## src/design/dpf_pkg.sv

```systemverilog
package dpf_pkg;

   localparam int SLOTS     = 32;
   localparam int SLOT_BITS = (SLOTS > 1) ? $clog2(SLOTS) : 1;
   localparam int CNT_BITS  = $clog2(SLOTS + 1);
   localparam int KEY_BITS  = 32;
   localparam int MS_BITS   = 32;
   localparam int COPY_BITS = 8;

   localparam logic [MS_BITS-1:0]   TTL_RESET  = 32'd30000;
   localparam logic [MS_BITS-1:0]   STAMP_MAX  = 32'hFFFF_FFFF;
   localparam logic [COPY_BITS-1:0] COPY_MAX   = 8'd255;
   localparam logic [COPY_BITS-1:0] COPY_FIRST = 8'd1;

   localparam logic [1:0] CMD_SIGHT  = 2'd0;
   localparam logic [1:0] CMD_QUERY  = 2'd1;
   localparam logic [1:0] CMD_CLEAR  = 2'd2;
   localparam logic [1:0] CMD_UNUSED = 2'd3;

   typedef struct packed {
      logic [1:0]          command;
      logic [KEY_BITS-1:0] src;
      logic [KEY_BITS-1:0] id;
      logic [MS_BITS-1:0]  now_ms;
   } dpf_req_type;

   typedef struct packed {
      logic                 is_new;
      logic [COPY_BITS-1:0] copy_count;
   } dpf_rsp_type;

   typedef struct packed {
      logic [KEY_BITS-1:0]  source;
      logic [KEY_BITS-1:0]  ident;
      logic [MS_BITS-1:0]   stamp;
      logic [COPY_BITS-1:0] copies;
   } dpf_entry_type;

   // controller to datapath
   typedef struct packed {
      logic load;
      logic scan;
      logic commit;
      logic emit;
   } dpf_cmd_type;

   // datapath to controller
   typedef struct packed {
      logic scan_last;
   } dpf_status_type;

endpackage

```

## src/design/dpf_ctrl.sv

```systemverilog
module dpf_ctrl (
   input  logic                    clock,
   input  logic                    reset,
   input  logic                    req_valid,
   output logic                    req_ready,
   output logic                    rsp_valid,
   input  logic                    rsp_ready,
   input  dpf_pkg::dpf_status_type status,
   output dpf_pkg::dpf_cmd_type    cmd
);
   import dpf_pkg::*;

   localparam logic [1:0] ST_IDLE  = 2'd0;
   localparam logic [1:0] ST_SCAN  = 2'd1;
   localparam logic [1:0] ST_WRITE = 2'd2;
   localparam logic [1:0] ST_DONE  = 2'd3;

   logic [1:0] state_ff, state_in;
   logic       rsp_valid_ff, rsp_valid_in;
   logic       out_free;

   assign out_free  = !rsp_valid_ff || rsp_ready;
   assign req_ready = (state_ff == ST_IDLE);
   assign rsp_valid = rsp_valid_ff;

   always_comb begin
      state_in   = state_ff;
      cmd        = '0;
      unique case (state_ff)
         ST_IDLE: begin
            if (req_valid) begin
               cmd.load = 1'b1;
               state_in = ST_SCAN;
            end
         end
         ST_SCAN: begin
            cmd.scan = 1'b1;
            if (status.scan_last) begin
               state_in = ST_WRITE;
            end
         end
         ST_WRITE: begin
            cmd.commit = 1'b1;
            state_in   = ST_DONE;
         end
         ST_DONE: begin
            // hold the result until the output register is free
            if (out_free) begin
               cmd.emit = 1'b1;
               state_in = ST_IDLE;
            end
         end
         default: begin
            state_in = ST_IDLE;
         end
      endcase
   end

   always_comb begin
      rsp_valid_in = rsp_valid_ff;
      if (cmd.emit) begin
         rsp_valid_in = 1'b1;
      end else if (rsp_ready) begin
         rsp_valid_in = 1'b0;
      end
   end

   always_ff @(posedge clock) begin
      if (reset) begin
         state_ff     <= ST_IDLE;
         rsp_valid_ff <= 1'b0;
      end else begin
         state_ff     <= state_in;
         rsp_valid_ff <= rsp_valid_in;
      end
   end

endmodule

```

## src/design/dpf_datapath.sv

```systemverilog
module dpf_datapath (
   input  logic                          clock,
   input  logic                          reset,
   input  dpf_pkg::dpf_cmd_type          cmd,
   output dpf_pkg::dpf_status_type       status,
   input  dpf_pkg::dpf_req_type          req_data,
   input  logic                          csr_valid,
   output logic                          csr_ready,
   input  logic [dpf_pkg::MS_BITS-1:0]   csr_data,
   output dpf_pkg::dpf_rsp_type          rsp_data
);
   import dpf_pkg::*;

   dpf_entry_type mem [SLOTS];

   logic [MS_BITS-1:0]   ttl_ff;
   dpf_req_type          req_ff;
   logic [CNT_BITS-1:0]  cnt_ff, cnt_in;
   logic                 ev_go_ff, ev_go_in;
   logic [SLOT_BITS-1:0] ev_idx_ff;
   dpf_entry_type        rd_entry_ff;
   logic [SLOTS-1:0]     valid_ff, valid_in;
   logic                 hit_ff, hit_in;
   logic [SLOT_BITS-1:0] hit_idx_ff, hit_idx_in;
   dpf_entry_type        hit_entry_ff, hit_entry_in;
   logic                 free_ff, free_in;
   logic [SLOT_BITS-1:0] free_idx_ff, free_idx_in;
   logic [MS_BITS-1:0]   oldest_at_ff, oldest_at_in;
   logic [SLOT_BITS-1:0] oldest_idx_ff, oldest_idx_in;
   dpf_rsp_type          res_ff, res_in;
   dpf_rsp_type          rsp_ff;

   logic                 issue;
   logic                 ev_valid;
   logic [MS_BITS-1:0]   age;
   logic                 expired;
   logic                 live;
   logic                 key_match;
   logic                 is_sight;
   logic [SLOT_BITS-1:0] victim;
   logic [COPY_BITS-1:0] bumped;
   logic                 mem_we;
   logic [SLOT_BITS-1:0] wr_idx;
   dpf_entry_type        wr_entry;

   assign csr_ready = 1'b1;
   assign rsp_data  = rsp_ff;

   assign issue     = cmd.scan && (cnt_ff < CNT_BITS'(SLOTS));
   assign ev_valid  = valid_ff[ev_idx_ff];
   assign age       = req_ff.now_ms - rd_entry_ff.stamp;
   assign expired   = ev_valid && (age > ttl_ff);
   assign live      = ev_valid && !expired;
   assign key_match = (rd_entry_ff.source == req_ff.src) && (rd_entry_ff.ident == req_ff.id);
   assign is_sight  = (req_ff.command == CMD_SIGHT);
   assign victim    = free_ff ? free_idx_ff : oldest_idx_ff;
   assign bumped    = (hit_entry_ff.copies == COPY_MAX) ? COPY_MAX
                                                         : hit_entry_ff.copies + COPY_FIRST;

   assign status.scan_last = ev_go_ff && (ev_idx_ff == SLOT_BITS'(SLOTS - 1));

   // scan counter and read-side stage
   always_comb begin
      cnt_in   = cnt_ff;
      ev_go_in = 1'b0;
      if (cmd.load) begin
         cnt_in = '0;
      end else if (issue) begin
         cnt_in   = cnt_ff + 1'b1;
         ev_go_in = 1'b1;
      end
   end

   // merged pass: expiry, match, first free slot and oldest entry; commit writes back and forms the result
   always_comb begin
      valid_in      = valid_ff;
      hit_in        = hit_ff;
      hit_idx_in    = hit_idx_ff;
      hit_entry_in  = hit_entry_ff;
      free_in       = free_ff;
      free_idx_in   = free_idx_ff;
      oldest_at_in  = oldest_at_ff;
      oldest_idx_in = oldest_idx_ff;
      res_in        = res_ff;
      mem_we        = 1'b0;
      wr_idx        = hit_idx_ff;
      wr_entry      = hit_entry_ff;
      if (cmd.load) begin
         hit_in        = 1'b0;
         free_in       = 1'b0;
         oldest_at_in  = STAMP_MAX;
         oldest_idx_in = '0;
      end else if (ev_go_ff) begin
         if (expired && is_sight) begin
            valid_in[ev_idx_ff] = 1'b0;
         end
         if (!live && !free_ff) begin
            free_in     = 1'b1;
            free_idx_in = ev_idx_ff;
         end
         if (live && key_match && !hit_ff) begin
            hit_in       = 1'b1;
            hit_idx_in   = ev_idx_ff;
            hit_entry_in = rd_entry_ff;
         end
         if (live && (rd_entry_ff.stamp < oldest_at_ff)) begin
            oldest_at_in  = rd_entry_ff.stamp;
            oldest_idx_in = ev_idx_ff;
         end
      end else if (cmd.commit) begin
         res_in = '0;
         unique case (req_ff.command)
            CMD_SIGHT: begin
               mem_we = 1'b1;
               if (hit_ff) begin
                  wr_idx            = hit_idx_ff;
                  wr_entry          = hit_entry_ff;
                  wr_entry.copies   = bumped;
                  res_in.copy_count = bumped;
               end else begin
                  wr_idx            = victim;
                  wr_entry.source   = req_ff.src;
                  wr_entry.ident    = req_ff.id;
                  wr_entry.stamp    = req_ff.now_ms;
                  wr_entry.copies   = COPY_FIRST;
                  valid_in[victim]  = 1'b1;
                  res_in.is_new     = 1'b1;
                  res_in.copy_count = COPY_FIRST;
               end
            end
            CMD_QUERY: begin
               if (hit_ff) begin
                  res_in.copy_count = hit_entry_ff.copies;
               end
            end
            CMD_CLEAR: begin
               valid_in = '0;
            end
            CMD_UNUSED: begin
               res_in = '0;
            end
            default: begin
               res_in = '0;
            end
         endcase
      end
   end

   always_ff @(posedge clock) begin
      if (issue) begin
         rd_entry_ff <= mem[cnt_ff[SLOT_BITS-1:0]];
      end
      if (mem_we) begin
         mem[wr_idx] <= wr_entry;
      end
   end

   always_ff @(posedge clock) begin
      if (reset) begin
         ttl_ff   <= TTL_RESET;
         valid_ff <= '0;
         cnt_ff   <= '0;
         ev_go_ff <= 1'b0;
         hit_ff   <= 1'b0;
         free_ff  <= 1'b0;
      end else begin
         if (csr_valid && csr_ready) begin
            ttl_ff <= csr_data;
         end
         valid_ff <= valid_in;
         cnt_ff   <= cnt_in;
         ev_go_ff <= ev_go_in;
         hit_ff   <= hit_in;
         free_ff  <= free_in;
      end
   end

   always_ff @(posedge clock) begin
      if (cmd.load) begin
         req_ff <= req_data;
      end
      if (issue) begin
         ev_idx_ff <= cnt_ff[SLOT_BITS-1:0];
      end
      hit_idx_ff    <= hit_idx_in;
      hit_entry_ff  <= hit_entry_in;
      free_idx_ff   <= free_idx_in;
      oldest_at_ff  <= oldest_at_in;
      oldest_idx_ff <= oldest_idx_in;
      res_ff        <= res_in;
      if (cmd.emit) begin
         rsp_ff <= res_ff;
      end
   end

endmodule

```

## src/design/duplicate_packet_filter.sv

```systemverilog
// Duplicate packet filter: remembers recently seen (src, id) keys with arrival
// time and copy count.
// req channel: one transaction per command (sighting, query, clear); it is
// taken only while no command is in progress.
// rsp channel: exactly one transaction per command, is_new and copy_count.
// csr channel: writes ttl_ms; always ready, write only while the block is idle.
// The table is walked one slot per cycle through the single read port of
// the slot memory, followed by a write-back state.
// Reset clears every slot's valid bit, sets ttl_ms to 30000 and empties the
// output register; no clearing pass is needed.
// A stalled receiver holds the result in the output register; the next
// command is still accepted and processed, and waits at its end until the
// output register is free.
module duplicate_packet_filter (
   input  logic                        clock,
   input  logic                        reset,
   input  logic                        req_valid,
   output logic                        req_ready,
   input  dpf_pkg::dpf_req_type        req_data,
   output logic                        rsp_valid,
   input  logic                        rsp_ready,
   output dpf_pkg::dpf_rsp_type        rsp_data,
   input  logic                        csr_valid,
   output logic                        csr_ready,
   input  logic [dpf_pkg::MS_BITS-1:0] csr_data
);
   import dpf_pkg::*;

   dpf_cmd_type    cmd;
   dpf_status_type status;

   dpf_ctrl u_ctrl (
      .clock     (clock),
      .reset     (reset),
      .req_valid (req_valid),
      .req_ready (req_ready),
      .rsp_valid (rsp_valid),
      .rsp_ready (rsp_ready),
      .status    (status),
      .cmd       (cmd)
   );

   dpf_datapath u_datapath (
      .clock     (clock),
      .reset     (reset),
      .cmd       (cmd),
      .status    (status),
      .req_data  (req_data),
      .csr_valid (csr_valid),
      .csr_ready (csr_ready),
      .csr_data  (csr_data),
      .rsp_data  (rsp_data)
   );

endmodule

```

## config.mk

```make
export PLATFORM = sky130hd
export DESIGN_NAME = duplicate_packet_filter
export DESIGN_NICKNAME = d
export VERILOG_FILES = /design/src/design/dpf_pkg.sv /design/src/design/dpf_ctrl.sv /design/src/design/dpf_datapath.sv /design/src/design/duplicate_packet_filter.sv
export SDC_FILE = /design/constraint.sdc
export NUM_CORES = 2
export LEC_CHECK = 0
export BUFFER_PORTS_ARGS = -buffer_cell sky130_fd_sc_hd__buf_2
export CORE_ASPECT_RATIO = 1.75
export CORE_MARGIN = 3
export CORE_UTILIZATION = 30
export DETAILED_ROUTE_END_ITERATION = 8
export SKIP_CTS_REPAIR_TIMING = 1
export SYNTH_ARGS = -nofsm -noshare
export SYNTH_HDL_FRONTEND = slang
export SYNTH_SLANG_ARGS = --single-unit
```

## constraint.sdc

```tcl
create_clock -name clock -period 15.4 [get_ports clock]
set_clock_uncertainty 0.2 [all_clocks]
set_input_delay 4.62 -clock clock [delete_from_list [all_inputs] [get_ports clock]]
set_output_delay 4.62 -clock clock [all_outputs]
set_load 0.01 [all_outputs]
```

======== After elaboration in Yosys (flattened, before gate mapping) ========
Memory sizes are Yosys's and may differ from the RTL's. A register that Yosys moved wholly into a read port is not among the register bits.
Index checks and enable logic that the tools add are counted.
W data, S select, Z words.
storage, ports and cells
  bits in registers ....................... 348
  bits in writable memories ............... 3328
  input port bits ......................... 135
  output and inout port bits .............. 12
  logic and storage cells ................. 133
  memories ................................ 1
operators by class
  add/sub/neg operators ................... 3
  $lt $le $gt $ge ......................... 7
  equality and inequality tests ........... 14
  multiplexer cells ....................... 46
  bitwise gates (word level) .............. 5
  reductions and logical operators ........ 32
memory list
  name            words  bits a word  rd ports  clocked after Yosys merged registers in  wr ports  line                source
  u_datapath.mem  32     104          1         1                                        1         dpf_datapath.sv:14  dpf_entry_type mem [SLOTS];
operator list
  operator               number
  $mux W104              5
  $mux W32               4
  $eq A32 B32 Y1         2
  $pmux W32 S2           1
  $and A32 B32 Y32       1
  $gt A32 B32 Y1         1
  $lt A32 B32 Y1         1
  $not A32 Y32           1
  $or A32 B32 Y32        1
  $sub A32 B32 Y32       1
  $mux W5                6
  $mux W8                3
  $mux W1                19
  $pmux W8 S2            1
  $logic_and A1 B1 Y1    12
  $lt A5 B6 Y1 const B   2
  $reduce_and A3 Y1      4
  $demux W1 S5           2
  $ge A5 B1 Y1 const B   2
  $add A8 B1 Y8 const B  1
  $eq A8 B8 Y1 const B   1
  $pmux W2 S4            1
  $add A6 B1 Y6 const B  1
  $eq A2 B2 Y1 const B   3
  17 further kinds       31

======== Longest topological paths before layout ========
  depth in word-level cells ............... 10
  gate-level depth with buffers ........... 25
  mapped depth without buffers ............ 23

======== Hierarchy ========
Synthesis repeated with hierarchy kept, for this count alone.
unflattened totals
  cell total of the unflattened synthesis .. 6505
  area total of the unflattened synthesis .. 147216.2 sq um
modules (own cells, without submodules)
  module        instances  cells an instance  area each (sq um)  seq. area each (sq um)
  dpf_datapath  1          6481               146991.0           112317.7
  dpf_ctrl      1          24                 225.2              60.1

======== Least setup slack after synthesis ========
No wires, ideal clock.
  path kind ............................... input to register
  from .................................... in req_valid
  to ...................................... mem u_datapath.mem[16][0] (netlist bit), enable pin
  setup time .............................. 568 ps
  data arrival time ....................... 12966 ps
  required time ........................... 14632 ps
  slack ................................... 1666 ps
  stages on the path ...................... 10
  buffers on the path ..................... 1
  path through ............................ nand2_2 clkinv_1 nor4b_2 nor2b_1 and2_1 buf_4 nor2_1 a21oi_1 nand3_1 nor2_1
RTL lines
  what             line                           source
  start, declared  duplicate_packet_filter.sv:17  input logic req_valid,
  end, declared    dpf_datapath.sv:14

==> flow_metrics.env <==
export IMPL_layout_core_utilization_pct=34.3
export IMPL_critical_path_buf_inv_count=5
export IMPL_gp_congestion=0.791
export IMPL_timing_final_hold_violations=0
export IMPL_post_synth_cell_area_avg_sq_um=22.9
export IMPL_initial_antenna_violation_count=60
export IMPL_floorplan_die_height_um=929
export IMPL_netlist_area_sq_mm=0.146
export IMPL_worst_slew_margin_rel_pct=6.47
export IMPL_drive_gt1_share_pct=29.7
export IMPL_initial_utilization_pct=30.2
export IMPL_clock_tree_root_cell="sky130_fd_sc_hd__clkbuf_16"
export IMPL_critical_path_launch_point_type="primary input"
export IMPL_critical_path_class="in -> reg"
export IMPL_yosysWarnings=0
export IMPL_synthArstFlopShare_pct=0
export IMPL_fmax_ghz=0.0931
export IMPL_slowest_stage="sky130_fd_sc_hd__nor2_4"
export IMPL_floorplan_die_width_um=534
export IMPL_layout_commonest_cell="sky130_fd_sc_hd__edfxtp_1"
export IMPL_critical_path_max_stage_delay_ns=1.07
export IMPL_grtUsageTotal_pct=15.3
export IMPL_postPlaceCellArea_sq_mm=0.156
export IMPL_floorplan_rows=338
export IMPL_detailedPlace_worstSlack_ns=3.78
export IMPL_firstDrtPassIters=7
export IMPL_synth_flop_cell="sky130_fd_sc_hd__edfxtp_1"
export IMPL_cts_clk_slew_worst_paths_ns=0.07
export IMPL_crit_fanout=50
export IMPL_dp_final_hpwl_um=216000
export IMPL_routed_via_count=67418
export IMPL_stdcell_area_sq_mm=0.166
export IMPL_setup_tns_ns=0
export IMPL_slew_violations=0
export IMPL_hold_path_class="reg -> reg"
export IMPL_fillCellCount=44711
export IMPL_finalWorstPathRequiredPeriod_ns=10.75
export IMPL_clk_latency_ns=0.91
export IMPL_first_global_vias=71170
export IMPL_synthToLayoutAreaGrowth_pct=13.7
export IMPL_post_synth_top_area_cell="sky130_fd_sc_hd__edfxtp_1"
export IMPL_grt_setup_unrepaired="false"
export IMPL_clock_sink_count=3780
export IMPL_synth_edf_count=3667
export IMPL_tritoncts="done"
export IMPL_regArea_sq_mm=0.112
export IMPL_number_of_i_o_pins=147
export IMPL_design_final_nets=6909
export IMPL_worst_vdd_ir_mv=0.100
export IMPL_synthesis_instances=6372
export IMPL_dr_first_iter_drc_count=6777
export IMPL_final_cell_mix="3667 x sky130_fd_sc_hd__edfxtp_1, 1040 x sky130_fd_sc_hd__mux4_2, 330 x sky130_fd_sc_hd__clkbuf_16, 203 x sky130_fd_sc_hd__mux2_2, 145 x sky130_fd_sc_hd__buf_2"
export IMPL_grt_start_max_net_pins=157
export IMPL_core_sq_mm=0.485
export IMPL_total_area_of_multi_input_combinational_cells_sq_mm=0.0323
export IMPL_routed_via_density=5.04
export IMPL_status="finished, final reports clean"
export IMPL_finalSetupViolations=0
export IMPL_synth_top_cells_by_area="sky130_fd_sc_hd__edfxtp_1 75%, sky130_fd_sc_hd__mux4_2 16%, sky130_fd_sc_hd__mux2_2 1.6%, sky130_fd_sc_hd__dfxtp_1 1.5%, sky130_fd_sc_hd__ha_1 0.86%"
export IMPL_h_tree_depth=5
export IMPL_period_share_pct=69.8
export IMPL_placement_io_buffers=145
export IMPL_cellPowerDensity_mw_per_mm2=142
export IMPL_finalWirelength_um=387000
export IMPL_crit_arrival_ns=11.07
export IMPL_synth_seq_area_share_pct=76.9
export IMPL_synth_top_cell_area_share_pct=75.4
export IMPL_cap_viol_max_count=0
export IMPL_cpLargestDelayFamily="simple AND/OR/NAND/NOR gates"
export IMPL_p_leak_nw=49.7
export IMPL_yosys_cell_types_count=75
export IMPL_mappedNetlistNets=6608
export IMPL_grt_ovfl_total=0
export IMPL_cp_data_required_time_ns=15.72
export IMPL_tritoncts_num_buffers=320
export IMPL_postSynthRegisterBits=3780
export IMPL_path_common_cell="sky130_fd_sc_hd__buf_4"
export IMPL_route_detailed_wl_per_inst_um=28.9
export IMPL_setup_ws_ns=4.65
export IMPL_cts_buffer_depth=4
export IMPL_endpoint_kind="flop"
export IMPL_grt_pass1_wl_um=546000
export IMPL_cp_cell_sequence="buf_2 > nand2_2 > buf_4 > inv_8 > nor4b_2 > nor2b_2 > and2_4 > nand2_1 > o21ai_0 > nand3_1 > nor2_4 > buf_12 > buf_4"
export IMPL_drc_errors=0
export IMPL_postRouteAntennaNets=0
export IMPL_die_area_sq_mm=0.496
export IMPL_worst_pin_slew_ns=1.40
path summary, 6_finish.rpt:
| path | depth (start not counted) | startpoint | slack, ns | to |
|---|---|---|---|---|
| worst max-delay path | 13 | req_valid | 4.65 | u_datapath.mem[19][96] |
| worst min-delay path | 0 | u_datapath.rd_entry_ff[3] | 0.22 | u_datapath.hit_entry_ff[3] |
| worst max register to register | 14 | u_ctrl.state_ff[0] | 7.80 | u_datapath.mem[19][96] |
| worst min register to register | 0 | u_datapath.rd_entry_ff[3] | 0.22 | u_datapath.hit_entry_ff[3] |
metal layers:
| metal | track usage (%) | wire length [um] | vias up |
|---|---|---|---|
| met2 | 28.2 | 209000 | 2399 |
| met5 | 0 | 95 | - |
| met4 | 4.99 | 13200 | 18 |
| met1 | 18.5 | 145000 | 36884 |
| met3 | 1.73 | 20100 | 590 |
| li1 | - | - | 27527 |
logic make-up (layout without fill, tap and decap cells):
| kind of cell | Yosys count | count (layout) | synth area share, % |
|---|---|---|---|
| flip-flops | 3780 | 3780 | 76.9 |
| XOR/XNOR | 73 | 73 | 0.438 |
| adder cells (fa/ha/maj) | 101 | 101 | 0.870 |
| multiplexers | 1289 | 1289 | 17.9 |
| buffers and inverters | 435 | 983 | 1.20 |
| AND/OR/NAND/NOR | 376 | 376 | 1.22 |
| other | 1 | 9 | 0.00257 |
| AO/OA/AOI/OAI | 317 | 317 | 1.46 |
registers in the layout (all words and copies together) (netlist names), 6 cells and up:
register / flops
u_datapath.rsp_data: 9
u_datapath.res_ff: 9
u_datapath.cnt_ff: 6
u_datapath.hit_entry_ff: 104
u_datapath.req_ff: 98
u_datapath.mem: 3328
u_datapath.valid_ff: 32
u_datapath.rd_entry_ff: 104
u_datapath.ttl_ff: 32
u_datapath.oldest_at_ff: 32
stage by stage:
stage	std cells	total power, W	hold WS (ns)
after floorplan	6372	0.0144	0.200
after global routing	13385	0.0244	0.220
after detailed placement	12811	0.0156	0.206
after global placement	12810	0.0155	0.202
after CTS	13380	0.0238	0.219
final	13388	0.0235	0.225
layout make-up:
| type | count | area share, % |
|---|---|---|
| Clock buffer | 385 | 5.11 |
| Sequential cell | 3780 | 67.7 |
| Antenna cell | 8 | 0.0121 |
| Tap cell | 6460 | 4.87 |
| Timing Repair Buffer | 284 | 1.39 |
| Inverter | 130 | 0.298 |
| Multi-Input combinational cell | 2157 | 19.5 |
| Clock inverter | 184 | 1.17 |
synth_stat cells, types with 4 or more instances:
library cell	n
sky130_fd_sc_hd__a2111oi_0	4
sky130_fd_sc_hd__a211oi_1	7
sky130_fd_sc_hd__a21o_1	35
sky130_fd_sc_hd__a21oi_1	79
sky130_fd_sc_hd__a22oi_1	9
sky130_fd_sc_hd__a311oi_1	23
sky130_fd_sc_hd__a31oi_1	14
sky130_fd_sc_hd__and2_1	8
sky130_fd_sc_hd__and3_1	12
sky130_fd_sc_hd__and3b_1	4
sky130_fd_sc_hd__buf_1	31
sky130_fd_sc_hd__buf_2	49
sky130_fd_sc_hd__buf_4	9
sky130_fd_sc_hd__clkbuf_1	213
sky130_fd_sc_hd__dfxtp_1	113
sky130_fd_sc_hd__edfxtp_1	3667
sky130_fd_sc_hd__ha_1	100
sky130_fd_sc_hd__inv_1	128
sky130_fd_sc_hd__mux2_2	203
sky130_fd_sc_hd__mux2i_1	46
sky130_fd_sc_hd__mux4_2	1040
sky130_fd_sc_hd__nand2_1	92
sky130_fd_sc_hd__nand2b_1	7
sky130_fd_sc_hd__nand3_1	33
sky130_fd_sc_hd__nand4_1	20
sky130_fd_sc_hd__nor2_1	124
sky130_fd_sc_hd__nor2b_1	19
sky130_fd_sc_hd__nor3_1	20
sky130_fd_sc_hd__nor3b_1	4
sky130_fd_sc_hd__nor4_1	14
sky130_fd_sc_hd__o211ai_1	42
sky130_fd_sc_hd__o21a_1	13
sky130_fd_sc_hd__o21ai_0	39
sky130_fd_sc_hd__o21ai_1	4
sky130_fd_sc_hd__o22ai_1	13
sky130_fd_sc_hd__or3_1	4
sky130_fd_sc_hd__xnor2_1	19
sky130_fd_sc_hd__xor2_1	54
power by group:
| group | total, W | internal [W] | switching (W) |
|---|---|---|---|
| clock network | 0.00825 | 0.00454 | 0.00371 |
| registers | 0.0118 | 0.0116 | 0.000282 |
| logic | 0.00341 | 0.00159 | 0.00182 |
No activity file was read; power rests on OpenSTA's default activity.
